<file path="src/design/kct_pkg.sv">
`default_nettype none

package kct_pkg;

  localparam int KEY_W = 32;
  localparam int CNT_W = 32;
  localparam int LIMIT_W = 7;
  localparam logic [LIMIT_W-1:0] LIMIT_RESET = 7'd64;

  // Request codes as they arrive on the input channel
  typedef enum logic [1:0] {
    REQ_ADD    = 2'd0,
    REQ_REMOVE = 2'd1,
    REQ_QUERY  = 2'd2,
    REQ_PEEK   = 2'd3
  } req_code_t;

  typedef enum logic [1:0] {
    ST_OK      = 2'd0,
    ST_FULL    = 2'd1,
    ST_MISSING = 2'd2,
    ST_SHORT   = 2'd3
  } status_t;

  // Operation class handed from the front to the back
  typedef enum logic [1:0] {
    OP_ADD  = 2'd0,
    OP_SUB  = 2'd1,
    OP_READ = 2'd2
  } op_t;

  typedef struct packed {
    op_t              op;
    logic             stock_test;
    logic [KEY_W-1:0] key;
    logic [CNT_W-1:0] amt;
  } cmd_t;

  typedef struct packed {
    status_t          status;
    logic             key_found;
    logic [CNT_W-1:0] held_count;
    logic             in_stock;
  } rsp_t;

endpackage

`default_nettype wire

</file>
<file path="src/design/kct_if.sv">
`default_nettype none

interface kct_req_if;
  logic        valid;
  logic        ready;
  logic [1:0]  req_type;
  logic [31:0] item_key;
  logic [31:0] amount;

  modport source (output valid, output req_type, output item_key, output amount,
                  input ready);
  modport sink (input valid, input req_type, input item_key, input amount,
                output ready);
endinterface

interface kct_rsp_if;
  logic        valid;
  logic        ready;
  logic [1:0]  status;
  logic        key_found;
  logic [31:0] held_count;
  logic        in_stock;

  modport source (output valid, output status, output key_found, output held_count,
                  output in_stock, input ready);
  modport sink (input valid, input status, input key_found, input held_count,
                input in_stock, output ready);
endinterface

`default_nettype wire

</file>
<file path="src/design/kct_front.sv">
`default_nettype none

module kct_front (
  input  wire logic   clk,
  input  wire logic   rst,
  kct_req_if.sink     req,
  output logic        out_valid,
  input  wire logic   out_ready,
  output kct_pkg::cmd_t out_cmd
);
  import kct_pkg::*;

  logic hold_valid;
  cmd_t hold_cmd;
  cmd_t dec_cmd;
  logic take;

  assign req.ready = !hold_valid || out_ready;
  assign take      = req.valid && req.ready;

  // Classify the request; a peek reads like a query with no stock test
  always_comb begin
    dec_cmd.key        = req.item_key;
    dec_cmd.amt        = req.amount;
    dec_cmd.op         = OP_READ;
    dec_cmd.stock_test = 1'b0;
    unique case (req_code_t'(req.req_type))
      REQ_ADD:    dec_cmd.op = OP_ADD;
      REQ_REMOVE: dec_cmd.op = OP_SUB;
      REQ_QUERY:  dec_cmd.stock_test = 1'b1;
      REQ_PEEK:   dec_cmd.stock_test = 1'b0;
      default:    dec_cmd.op = OP_READ;
    endcase
  end

  always_ff @(posedge clk) begin
    if (rst) begin
      hold_valid <= 1'b0;
    end else if (take) begin
      hold_valid <= 1'b1;
    end else if (out_ready) begin
      hold_valid <= 1'b0;
    end
  end

  always_ff @(posedge clk) begin
    if (take) begin
      hold_cmd <= dec_cmd;
    end
  end

  assign out_valid = hold_valid;
  assign out_cmd   = hold_cmd;

endmodule

`default_nettype wire

</file>
<file path="src/design/kct_fifo.sv">
`default_nettype none

module kct_fifo (
  input  wire logic          clk,
  input  wire logic          rst,
  input  wire logic          in_valid,
  output logic               in_ready,
  input  wire kct_pkg::cmd_t in_cmd,
  output logic               out_valid,
  input  wire logic          out_ready,
  output kct_pkg::cmd_t      out_cmd
);
  import kct_pkg::*;

  localparam int DEPTH = 2;
  localparam int PW = $clog2(DEPTH);

  cmd_t slots [DEPTH];
  logic [PW-1:0] wr_ptr;
  logic [PW-1:0] rd_ptr;
  logic [PW:0]   fill;
  logic push;
  logic pop;

  assign in_ready  = fill != (PW+1)'(DEPTH);
  assign out_valid = fill != '0;
  assign push      = in_valid && in_ready;
  assign pop       = out_valid && out_ready;
  assign out_cmd   = slots[rd_ptr];

  always_ff @(posedge clk) begin
    if (rst) begin
      wr_ptr <= '0;
      rd_ptr <= '0;
      fill   <= '0;
    end else begin
      if (push) begin
        wr_ptr <= wr_ptr + 1'b1;
      end
      if (pop) begin
        rd_ptr <= rd_ptr + 1'b1;
      end
      if (push && !pop) begin
        fill <= fill + 1'b1;
      end else if (pop && !push) begin
        fill <= fill - 1'b1;
      end
    end
  end

  always_ff @(posedge clk) begin
    if (push) begin
      slots[wr_ptr] <= in_cmd;
    end
  end

endmodule

`default_nettype wire

</file>
<file path="src/design/kct_back.sv">
`default_nettype none

module kct_back #(
  parameter int TABLE_DEPTH = 64
) (
  input  wire logic                    clk,
  input  wire logic                    rst,
  input  wire logic [kct_pkg::LIMIT_W-1:0] entry_limit,
  input  wire logic                    cmd_valid,
  output logic                         cmd_ready,
  input  wire kct_pkg::cmd_t           cmd_in,
  output logic                         rsp_valid,
  input  wire logic                    rsp_ready,
  output kct_pkg::rsp_t                rsp_out
);
  import kct_pkg::*;

  localparam int IW = (TABLE_DEPTH > 1) ? $clog2(TABLE_DEPTH) : 1;
  localparam int CW = $clog2(TABLE_DEPTH + 1);
  localparam int LW = (CW > LIMIT_W) ? CW : LIMIT_W;

  typedef enum logic [2:0] {
    S_IDLE   = 3'b001,
    S_SEARCH = 3'b010,
    S_DECIDE = 3'b100
  } state_t;

  logic [KEY_W-1:0] key_mem [TABLE_DEPTH];
  logic [CNT_W-1:0] cnt_mem [TABLE_DEPTH];

  state_t state;
  cmd_t   cmd;
  logic [CW-1:0] issue_idx;
  logic          pend;
  logic [IW-1:0] pend_idx;
  logic          found;
  logic [IW-1:0] slot;
  logic [CW-1:0] used;
  logic [KEY_W-1:0] key_rd;
  logic [CNT_W-1:0] cnt_rd;
  rsp_t res;
  logic res_valid;

  logic issue_go;
  logic match;
  logic last_seen;
  logic advance;
  logic [CW-1:0] used_last;
  logic [LW-1:0] limit_eff;
  logic          table_full;
  logic [CNT_W:0] sum;
  rsp_t res_next;
  logic key_we;
  logic cnt_we;
  logic [IW-1:0] wr_addr;
  logic [CNT_W-1:0] cnt_wdata;
  logic used_inc;

  assign cmd_ready = state == S_IDLE;
  assign issue_go  = (state == S_SEARCH) && (issue_idx < used);
  assign match     = pend && (key_rd == cmd.key);
  assign used_last = used - 1'b1;
  assign last_seen = pend && (CW'(pend_idx) == used_last);
  assign advance   = (state == S_DECIDE) && (!res_valid || rsp_ready);

  // Clamp the limit to the table depth
  assign limit_eff = (LW'(entry_limit) > LW'(TABLE_DEPTH)) ? LW'(TABLE_DEPTH)
                                                          : LW'(entry_limit);
  assign table_full = LW'(used) >= limit_eff;
  assign sum = {1'b0, cnt_rd} + {1'b0, cmd.amt};

  always_comb begin
    res_next.status     = ST_OK;
    res_next.key_found  = found;
    res_next.held_count = '0;
    res_next.in_stock   = 1'b0;
    key_we    = 1'b0;
    cnt_we    = 1'b0;
    wr_addr   = slot;
    cnt_wdata = '0;
    used_inc  = 1'b0;
    unique case (cmd.op)
      OP_ADD: begin
        if (found) begin
          cnt_we    = 1'b1;
          cnt_wdata = sum[CNT_W] ? {CNT_W{1'b1}} : sum[CNT_W-1:0];
          res_next.held_count = cnt_wdata;
        end else if (table_full) begin
          res_next.status = ST_FULL;
        end else begin
          key_we    = 1'b1;
          cnt_we    = 1'b1;
          wr_addr   = used[IW-1:0];
          cnt_wdata = cmd.amt;
          used_inc  = 1'b1;
          res_next.held_count = cmd.amt;
        end
      end
      OP_SUB: begin
        if (!found) begin
          res_next.status = ST_MISSING;
        end else if (cnt_rd >= cmd.amt) begin
          cnt_we    = 1'b1;
          cnt_wdata = cnt_rd - cmd.amt;
          res_next.held_count = cnt_wdata;
        end else begin
          cnt_we = 1'b1;
          res_next.status = ST_SHORT;
        end
      end
      OP_READ: begin
        if (!found) begin
          res_next.status = ST_MISSING;
        end else begin
          res_next.held_count = cnt_rd;
          res_next.in_stock   = cmd.stock_test && (cnt_rd >= cmd.amt);
        end
      end
      default: begin
        res_next.status = ST_MISSING;
      end
    endcase
  end

  // Sequencer: scan keys one per cycle, then update the count where the command changes it
  always_ff @(posedge clk) begin
    if (rst) begin
      state     <= S_IDLE;
      used      <= '0;
      pend      <= 1'b0;
      res_valid <= 1'b0;
    end else begin
      if (advance) begin
        res_valid <= 1'b1;
      end else if (rsp_ready) begin
        res_valid <= 1'b0;
      end
      unique case (state)
        S_IDLE: begin
          pend <= 1'b0;
          if (cmd_valid) begin
            state <= (used == '0) ? S_DECIDE : S_SEARCH;
          end
        end
        S_SEARCH: begin
          pend <= issue_go;
          if (match || last_seen) begin
            state <= S_DECIDE;
          end
        end
        S_DECIDE: begin
          if (advance) begin
            state <= S_IDLE;
            if (used_inc) begin
              used <= used + 1'b1;
            end
          end
        end
        default: state <= S_IDLE;
      endcase
    end
  end

  always_ff @(posedge clk) begin
    if (state == S_IDLE && cmd_valid) begin
      cmd       <= cmd_in;
      issue_idx <= '0;
      found     <= 1'b0;
    end
    if (state == S_SEARCH) begin
      pend_idx <= issue_idx[IW-1:0];
      if (issue_go) begin
        issue_idx <= issue_idx + 1'b1;
      end
      if (match) begin
        found <= 1'b1;
        slot  <= pend_idx;
      end
    end
    if (advance) begin
      res <= res_next;
    end
  end

  always_ff @(posedge clk) begin
    if (issue_go) begin
      key_rd <= key_mem[issue_idx[IW-1:0]];
    end
    if (key_we && advance) begin
      key_mem[wr_addr] <= cmd.key;
    end
  end

  always_ff @(posedge clk) begin
    if (state == S_SEARCH && match) begin
      cnt_rd <= cnt_mem[pend_idx];
    end
    if (cnt_we && advance) begin
      cnt_mem[wr_addr] <= cnt_wdata;
    end
  end

  assign rsp_valid = res_valid;
  assign rsp_out   = res;

endmodule

`default_nettype wire

</file>
<file path="src/design/keyed_count_table_top.sv">
// Keyed count table: a store of key and count pairs searched by key.
// Request channel (req): req_type (0 add, 1 remove, 2 query, 3 read without
// stock test), item_key and amount; a transaction is taken when valid and
// ready are both high. Response channel (rsp): one transaction per request,
// in order, carrying status, key_found, held_count and in_stock.
// Configuration: cfg_we writes cfg_wdata into entry_limit at the clock edge.
// The front decodes a request into a register and a two-deep queue holds
// commands for the back, so requests keep flowing while the back is busy.
// The back scans stored keys one per cycle from its key memory, first match
// wins, then reads the count on a match and writes it at most once. The back
// takes one item at a time; its time per item grows with used (entries held,
// at most TABLE_DEPTH), as the key scan may visit every held entry.
// Reset clears the entry count, the queue and the response valid flag and sets
// entry_limit to 64; memory contents need no clearing.
// When the receiver stalls, the response register holds its transaction;
// the back searches the next item and waits to write it, then the queue and front fill
// and req.ready falls.
`default_nettype none

module keyed_count_table_top #(
  parameter int TABLE_DEPTH = 64
) (
  input  wire logic                        clk,
  input  wire logic                        rst,
  input  wire logic                        cfg_we,
  input  wire logic [kct_pkg::LIMIT_W-1:0] cfg_wdata,
  kct_req_if.sink                          req,
  kct_rsp_if.source                        rsp
);
  import kct_pkg::*;

  logic [LIMIT_W-1:0] entry_limit;

  logic front_valid;
  logic front_ready;
  cmd_t front_cmd;
  logic queue_valid;
  logic queue_ready;
  cmd_t queue_cmd;
  rsp_t back_rsp;

  // Hold the limit until rewritten
  always_ff @(posedge clk) begin
    if (rst) begin
      entry_limit <= LIMIT_RESET;
    end else if (cfg_we) begin
      entry_limit <= cfg_wdata;
    end
  end

  kct_front u_front (
    .clk       (clk),
    .rst       (rst),
    .req       (req),
    .out_valid (front_valid),
    .out_ready (front_ready),
    .out_cmd   (front_cmd)
  );

  kct_fifo u_fifo (
    .clk       (clk),
    .rst       (rst),
    .in_valid  (front_valid),
    .in_ready  (front_ready),
    .in_cmd    (front_cmd),
    .out_valid (queue_valid),
    .out_ready (queue_ready),
    .out_cmd   (queue_cmd)
  );

  kct_back #(
    .TABLE_DEPTH (TABLE_DEPTH)
  ) u_back (
    .clk         (clk),
    .rst         (rst),
    .entry_limit (entry_limit),
    .cmd_valid   (queue_valid),
    .cmd_ready   (queue_ready),
    .cmd_in      (queue_cmd),
    .rsp_valid   (rsp.valid),
    .rsp_ready   (rsp.ready),
    .rsp_out     (back_rsp)
  );

  // Drive the response payload from the back's result register
  assign rsp.status     = back_rsp.status;
  assign rsp.key_found  = back_rsp.key_found;
  assign rsp.held_count = back_rsp.held_count;
  assign rsp.in_stock   = back_rsp.in_stock;

`ifndef SYNTHESIS
  // Any failing status carries no count and no stock flag
  a_fail_zero: assert property (@(posedge clk) disable iff (rst)
    (rsp.valid && rsp.status != ST_OK) |-> (rsp.held_count == '0 && !rsp.in_stock))
    else $error("failing status with nonzero count");

  // Stock can only be reported for a present key with ok status
  a_stock_found: assert property (@(posedge clk) disable iff (rst)
    (rsp.valid && rsp.in_stock) |-> (rsp.key_found && rsp.status == ST_OK))
    else $error("in_stock without a found key");

  // Full and not found only arise for an absent key, shortfall for a present one
  a_found_status: assert property (@(posedge clk) disable iff (rst)
    (rsp.valid && (rsp.status == ST_FULL || rsp.status == ST_MISSING)) |-> !rsp.key_found)
    else $error("absent-key status with key_found set");

  a_short_found: assert property (@(posedge clk) disable iff (rst)
    (rsp.valid && rsp.status == ST_SHORT) |-> rsp.key_found)
    else $error("shortfall reported for an absent key");
`endif

endmodule

`default_nettype wire

</file>
<file path="src/flat_wrapper.sv">
// flat-port wrapper written by rule: the top's interface ports become plain ports
module keyed_count_table_top_flat import kct_pkg::*;
#(
  parameter int TABLE_DEPTH = 64
)
  (clk, rst, cfg_we, cfg_wdata, req_valid, req_req_type, req_item_key, req_amount, req_ready, rsp_valid, rsp_status, rsp_key_found, rsp_held_count, rsp_in_stock, rsp_ready);
  kct_req_if req_i ();
  kct_rsp_if rsp_i ();
  input  wire logic clk;
  input  wire logic rst;
  input  wire logic cfg_we;
  input  wire logic [kct_pkg::LIMIT_W-1:0] cfg_wdata;
  input wire logic [$bits(req_i.valid)-1:0] req_valid;
  input wire logic [$bits(req_i.req_type)-1:0] req_req_type;
  input wire logic [$bits(req_i.item_key)-1:0] req_item_key;
  input wire logic [$bits(req_i.amount)-1:0] req_amount;
  output wire logic [$bits(req_i.ready)-1:0] req_ready;
  output wire logic [$bits(rsp_i.valid)-1:0] rsp_valid;
  output wire logic [$bits(rsp_i.status)-1:0] rsp_status;
  output wire logic [$bits(rsp_i.key_found)-1:0] rsp_key_found;
  output wire logic [$bits(rsp_i.held_count)-1:0] rsp_held_count;
  output wire logic [$bits(rsp_i.in_stock)-1:0] rsp_in_stock;
  input wire logic [$bits(rsp_i.ready)-1:0] rsp_ready;
  assign req_i.valid = req_valid;
  assign req_i.req_type = req_req_type;
  assign req_i.item_key = req_item_key;
  assign req_i.amount = req_amount;
  assign req_ready = req_i.ready;
  assign rsp_valid = rsp_i.valid;
  assign rsp_status = rsp_i.status;
  assign rsp_key_found = rsp_i.key_found;
  assign rsp_held_count = rsp_i.held_count;
  assign rsp_in_stock = rsp_i.in_stock;
  assign rsp_i.ready = rsp_ready;
  keyed_count_table_top #(.TABLE_DEPTH(TABLE_DEPTH)) u_core (.clk(clk), .rst(rst), .cfg_we(cfg_we), .cfg_wdata(cfg_wdata), .req(req_i), .rsp(rsp_i));
endmodule
</file>
<file path="config.mk">
export PLATFORM = sky130hd
export DESIGN_NAME = keyed_count_table_top_flat
export DESIGN_NICKNAME = d
export VERILOG_FILES = /design/src/design/kct_pkg.sv /design/src/design/kct_if.sv /design/src/design/kct_front.sv /design/src/design/kct_fifo.sv /design/src/design/kct_back.sv /design/src/design/keyed_count_table_top.sv /design/src/flat_wrapper.sv
export SDC_FILE = /design/constraint.sdc
export NUM_CORES = 2
export LEC_CHECK = 0
export ABC_CLOCK_PERIOD_IN_PS = 8200
export BUFFER_PORTS_ARGS = -buffer_cell sky130_fd_sc_hd__buf_2
export CAP_MARGIN = 20
export CORE_MARGIN = 2
export CORE_UTILIZATION = 60
export CTS_CLUSTER_SIZE = 14
export DETAILED_ROUTE_END_ITERATION = 7
export GPL_ROUTABILITY_DRIVEN = 0
export PLACE_DENSITY = 0.77
export SYNTH_ARGS = -nofsm -noshare
export SYNTH_HDL_FRONTEND = slang
export SYNTH_MEMORY_MAX_BITS = 65536
export SYNTH_SLANG_ARGS = --single-unit
</file>
<file path="constraint.sdc">
create_clock -name clk -period 8.2 [get_ports clk]
set_input_delay 0.82 -clock clk [delete_from_list [all_inputs] [get_ports clk]]
set_output_delay 0.82 -clock clk [all_outputs]
set_load 0.01 [all_outputs]
</file>
Yosys cells after proc, flatten, opt, wreduce, memory -nomap -nowiden
Memory sizes are Yosys's and may differ from the RTL's. A register that Yosys moved wholly into a read port is not among the register bits.
Index checks and enable logic that the tools add are counted.
Widths: inputs -> output; s select.
{"block": "op_classes", "eq_ne": 13, "n_reduce_logical": 32, "addsub": 9, "muxes": 50, "magnitude_cmp": 4}
{"cell": "$mux 32", "n": 5}
{"cell": "$pmux 32 s3", "n": 1}
{"cell": "$pmux 32 s2", "n": 1}
{"cell": "$add 32x32->33", "n": 1}
{"cell": "$mux 33", "n": 1}
{"cell": "$eq 32x32->1", "n": 1}
{"cell": "$ge 32x32->1", "n": 1}
{"cell": "$sub 32x32->32", "n": 1}
{"cell": "$mux 7", "n": 4}
{"cell": "$mux 1", "n": 21}
{"cell": "$mux 6", "n": 3}
{"cell": "$add 7x1->7 const B", "n": 2}
{"cell": "$logic_and 1x1->1", "n": 13}
{"cell": "$mux 3", "n": 4}
{"cell": "$mux 2", "n": 5}
{"cell": "$reduce_bool 2->1", "n": 5}
{"cell": "$pmux 3 s3", "n": 1}
{"cell": "$ne 2x2->1 const B", "n": 4}
{"cell": "$eq 6x7->1", "n": 1}
{"cell": "$ge 7x7->1", "n": 1}
{"cell": "$gt 7x7->1 const B", "n": 1}
{"cell": "$logic_not 7->1", "n": 1}
{"cell": "$lt 7x7->1", "n": 1}
{"cell": "$sub 7x1->7 const B", "n": 1}
{"cell": "other kinds (16)", "n": 28}
{"block": "word_totals", "mem_count": 3, "ramBits": 4230, "out_inout_bits": 38, "input_bits": 78, "reg_bits": 147, "wordCells": 132}
{"name": "u_core.u_back.cnt_mem", "depth": 64, "word_bits": 32, "read_ports": 1, "rd_ports_with_merged_regs": 1, "write_ports": 1, "line_no": "kct_back.sv:29", "rtl": "logic [CNT_W-1:0] cnt_mem [TABLE_DEPTH];"}
{"name": "u_core.u_back.key_mem", "depth": 64, "word_bits": 32, "read_ports": 1, "rd_ports_with_merged_regs": 1, "write_ports": 1, "line_no": "kct_back.sv:28", "rtl": "logic [KEY_W-1:0] key_mem [TABLE_DEPTH];"}
{"name": "u_core.u_fifo.slots", "depth": 2, "word_bits": 67, "read_ports": 1, "rd_ports_with_merged_regs": 1, "write_ports": 1, "line_no": "kct_fifo.sv:18", "rtl": "cmd_t slots [DEPTH];"}

Logic depth before layout (Yosys ltp)
{"block": "logic_depth", "depth_word": 9, "mapped_depth": 14, "mapped_depth_nobuf": 12}

Modules after synthesis
A second synthesis with hierarchy kept.
{"block": "hier_totals", "cells_unflattened": 7411, "area_unflattened_um2": 174548.7}
{"module": "kct_back", "instances": 1, "seq_area_each_um2": 128773.5, "area_per_inst_um2": 167156.6, "cells_per_inst": 7082}
{"module": "kct_fifo", "instances": 1, "seq_area_each_um2": 4124.0, "area_per_inst_um2": 5057.4, "cells_per_inst": 232}
{"module": "kct_front", "instances": 1, "seq_area_each_um2": 2031.9, "area_per_inst_um2": 2083.2, "cells_per_inst": 75}
{"module": "keyed_count_table_top", "instances": 1, "seq_area_each_um2": 140.1, "area_per_inst_um2": 251.5, "cells_per_inst": 22}

Worst setup path after synthesis
Ideal clock, no wire load.
{"block": "synth_timing", "kind": "reg-to-reg", "startpoint": "register, netlist name u_core.u_back.cmd[0]", "endpoint": "memory u_core.u_back.cnt_mem[0][28] (data pin)", "setup_ns": 0.702, "path_buffers": 0, "path_slack_ns": 2.505, "required_time_ns": 7.498, "synth_period_minus_slack_ns": 5.695, "arrival_ns": 4.994, "path_stages_with_launch": 11, "cell_sequence": "edfxtp_1 ha_1 fa_1 nor2b_1 o311ai_4 a311oi_2 a211oi_2 o31ai_1 a21oi_1 xnor2_1 o21ai_0"}
{"block": "synth_via", "elab_chain_cells": 4, "elab_cells_between_ends": 8, "classes_between": "add/sub: 2; order compare: 1; mux: 5"}
{"element": "$sub 32x32->32, or another cell as far along", "line_no": "kct_back.sv:104", "rtl": "cnt_wdata = cnt_rd - cmd.amt;"}
{"element": "$mux 32, on equally long branches", "line_no": "kct_back.sv:102, kct_back.sv:86"}
{"element": "$mux 32, on equally long branches", "line_no": "kct_back.sv:100, kct_back.sv:84"}
{"element": "$pmux 32 s2 *", "line_no": "kct_back.sv:82", "rtl": "unique case (cmd.op)"}
{"element": "via u_core.u_back.cnt_wdata[28]", "line_no": "kct_back.sv:56", "rtl": "logic [CNT_W-1:0] cnt_wdata;"}
{"element": "to (decl)", "line_no": "kct_back.sv:29"}
Mark *: on every way through the listed nets, which the timed path passes. The rest lies on a longest branch.

Worst setup path after layout
{"block": "layout_timing", "startpoint": "register u_core.u_back.used[0]", "endpoint": "memory u_core.u_back.key_mem[31][18] (enable)"}
{"block": "layout_via", "elab_chain_cells": 7, "elab_cells_between_ends": 10, "classes_between": "order compare: 1; mux: 8; reduce/logical: 1"}
{"element": "from (decl)", "line_no": "kct_back.sv:38", "rtl": "logic [CW-1:0] used;"}
{"element": "from (signal assigned)", "line_no": "kct_back.sv:155", "rtl": "used <= used + 1'b1;"}
{"element": "$ge 7x7->1", "line_no": "kct_back.sv:69", "rtl": "assign table_full = LW'(used) >= limit_eff;"}
{"element": "$mux 1", "line_no": "kct_back.sv:88", "rtl": "end else if (table_full) begin"}
{"element": "$mux 1", "line_no": "kct_back.sv:84", "rtl": "if (found) begin"}
{"element": "$mux 1", "line_no": "kct_back.sv:82"}
{"element": "$logic_and 1x1->1", "line_no": "kct_back.sv:189", "rtl": "if (key_we && advance) begin"}
{"element": "$mux 1", "line_no": "kct_back.sv:189"}
{"element": "$mux 1 (not written as such)", "line_no": "kct_back.sv:190", "rtl": "key_mem[wr_addr] <= cmd.key;"}
{"element": "to (decl)", "line_no": "kct_back.sv:28"}
Several ways; a longest one is shown, not always the timed one.

==> results.py <==
metrics = {
    "worst_setup_path": {
        "crit_path_end_kind": "flop",
        "worstPathBufferInverterCount": 2,
        "crit_chain": "inv_1 > ha_1 > nand2b_1 > a21o_1 > a21oi_1 > o211ai_1 > nor2_4 > buf_4 > nand2_1 > nor2_1 > nand3_1 > nor2_4",
        "path_max_fanout": 48,
        "arrival_ns": 6.51,
        "cp.required_ns": 8.72,
        "critical_path.max_stage_delay_ns": 1.17,
        "cp_slowest_cell": "nor2_4",
        "cp_common_cell": "nor2_4",
        "path_class": "flop to flop",
        "critPathTopFamily": "simple AND/OR/NAND/NOR gates",
        "startpoint_type": "flop",
    },
    "floorplanning": {
        "num_io_pins": 116,
        "die_y_microns": 544.3,
        "initial_core_util_pct": 60.27,
        "die_area_sq_um": 296300,
        "die_w_microns": 544.3,
        "fp-row-count": 198,
        "core_sq_um": 290600,
    },
    "min_path": {
        "min_path_type": "input pin to flop",
    },
    "timing": {
        "rsz0062_at_grt": "no",
        "setup_tns_ns": 0,
        "hold_violations": 0,
        "setup-violations-final": 0,
        "timing.final.crit_share_pct": 73.04,
        "fmax_mhz": 167.0,
        "drv_slew": 0,
        "fin_crit_ns": 5.990,
        "tightest_slew_ns": 1.248,
        "final.setup_skew_ns": 0.07303,
        "slew_headroom_pct": 15.92,
        "setup_ws_ns": 2.211,
    },
    "yosys": {
        "synth_area_leaders": "edfxtp_1 (77%), mux4_2 (15%), mux2i_1 (1.4%)",
        "synth_commonest_cells": "edfxtp_1 (4,476), mux4_2 (1,154), nor2_1 (253)",
        "async_flop_share_pct": 0,
        "synth_area_per_cell_sq_um": 22.31,
        "ys_seq_area_share_pct": 77.10,
        "synth.distinct_cells": 86,
        "synthesis.area_sq_um": 175200,
        "synth_most_common_cell": "edfxtp_1",
        "ys_warn_count": 0,
        "synth-seq-cells": 4508,
        "synth_edf_count": 4476,
        "syn-num-nets": 8011,
        "yosysTopAreaCell": "edfxtp_1",
        "synthFlopType": "edfxtp_1",
        "synthCells": 7850,
        "synth_top_area_share_pct": 76.74,
    },
    "global_routing": {
        "grt_max_degree": 133,
        "grt_pass1_wl_microns": 680300,
        "grt.total_usage_pct": 33.26,
        "overflow": 0,
        "antenna_found_initial": 62,
        "grt_pass1_vias": 86950,
    },
    "cells_and_area": {
        "design_area_sq_um": 195100,
        "multiInputGateArea_sq_um": 39280,
        "synthToLayoutAreaGrowth_pct": 11.38,
        "drive_gt1_share_pct": 26.98,
        "n_fill_cell": 16700,
        "nNetsFinal": 8311,
        "layout.cells.non_filler": 12430,
        "regArea_sq_um": 135100,
    },
    "power": {
        "power_density_nw_per_um2": 258.5,
        "leakage_nw": 60.14,
        "ir_drop_uv": 303.7,
        "power_mw": 50.42,
    },
    "cts": {
        "path_clk_slew_ns": 0.06,
        "cts.sinks": 4508,
        "postCtsHoldBufs": 0,
        "cts_root_buffer": "clkbuf_16",
        "clock_latency_ns": 0.97,
        "cts_tree": "built",
        "cts_buffer_depth": 4,
        "cts-buffers-inserted": 418,
        "post_cts_buffers": 0,
        "cts-resized-gates": 0,
        "htree_levels": 5,
    },
    "place": {
        "io_buffers": 115,
        "dp_hpwl_microns": 268600,
        "dp.cells": 11600,
        "dp_slack_ns": 2.473,
        "dpl-instance-area_sq_um": 181600,
    },
    "outcome": {
        "outcome": "completed",
    },
    "drt": {
        "routed_wl_microns": 491200,
        "vias_per_cell": 7.165,
        "num_vias": 89070,
        "drc_errors": 0,
        "initialDrtViolationCount": 15580,
        "ant_nets": 0,
        "drt_pass1_iterations": 6,
        "wl_per_cell_microns": 39.52,
    },
    "job": {
        "maxCapViolations": 0,
    },
}
cells in the final DEF (no fill, tap or decap), types with 80 or more instances in the layout:
cell type | netlist | routed
nor2_1 | 253 | 121
nor2_4 | 1 | 133
buf_4 | 16 | 134
edfxtp_1 | 4476 | 4476
mux2i_1 | 242 | 242
mux4_2 | 1154 | 1154
nand2_1 | 130 | 121
buf_2 | 120 | 115
clkbuf_16 | 0 | 421
clkbuf_1 | 238 | 89
ha_1 | 81 | 81
inv_1 | 84 | 82
clkinv_2 | 0 | 80
clkinv_1 | 1 | 109
a21oi_1 | 171 | 171
o221ai_1 | 112 | 112
through the flow:
stage	util (%)	hold WS, ns
after CTS	66.88	0.01661
after floorplan	-	0.4064
after global placement	62.46	0.4218
final	67.13	0.06428
after global routing	67.12	0.04864
after detailed placement	62.50	0.4321
power by group:
| group | total [mW] | switching, mW | internal [mW] |
|---|---|---|---|
| Clock | 18.7 | 8.51 | 10.2 |
| Combinational | 4.65 | 3.63 | 1.02 |
| Sequential | 27.1 | 0.208 | 26.9 |
per-layer routing:
layer	GRT usage (%)	part of all wire, %	vias up
met1	43.32	33	46400
li1	-	-	33890
met3	6.997	12	1382
met2	51.55	47	7357
met5	0	0.048	-
met4	21.74	8.1	38
sequential cells by signal (all words and copies together), names as in the netlist, 2 cells and up:
register	count
u_core.u_fifo.slots	134
u_core.u_back.rsp_out	36
u_core.entry_limit	7
u_core.u_back.key_rd	32
u_core.u_back.issue_idx	7
u_core.u_back.cnt_mem	2048
u_core.u_back.state	3
u_core.u_back.slot	6
u_core.u_back.pend_idx	6
u_core.u_back.cnt_rd	32
u_core.u_back.cmd	67
u_core.u_back.key_mem	2048
u_core.u_fifo.fill	2
u_core.u_back.used	7
u_core.u_front.out_cmd	67
logic make-up after synthesis:
group                      count (synthesis)  share of synthesized area (%)
DFF                                     4508                          77.10
muxes                                   1464                          16.66
AOI/OAI and AO/OA                        628                          2.481
and+or+nand+nor                          565                          1.459
buffers and inverters                    504                          1.209
xor gates and xnor gates                  98                         0.4900
adders and majority gates                 83                         0.6015
path summary, 6_finish.rpt:
| kind | end | cells after the start | start | slack (ns) |
|---|---|---|---|---|
| setup / recovery | u_core.u_back.key_mem[31][18] | 12 | u_core.u_back.used[0] | 2.21 |
| hold / removal | u_core.u_front.out_cmd[43] | 1 | req_item_key[11] | 0.06 |
| setup reg to reg | u_core.u_back.key_mem[31][18] | 12 | u_core.u_back.used[0] | 2.21 |
| hold reg to reg | u_core.u_fifo.slots[0][22] | 0 | u_core.u_front.out_cmd[22] | 0.43 |
area by class of cell:
cell class / instances / share of cell area, %
multi-input combinational: 2838 / 20.13
timing repair buffer: 298 / 1.376
tap: 3900 / 2.501
clock buffer: 518 / 5.628
sequential: 4508 / 69.24
inverter: 86 / 0.1700
antenna: 48 / 0.06157
clock inverter: 235 / 0.8940
(Power assumes the default switching activity.)
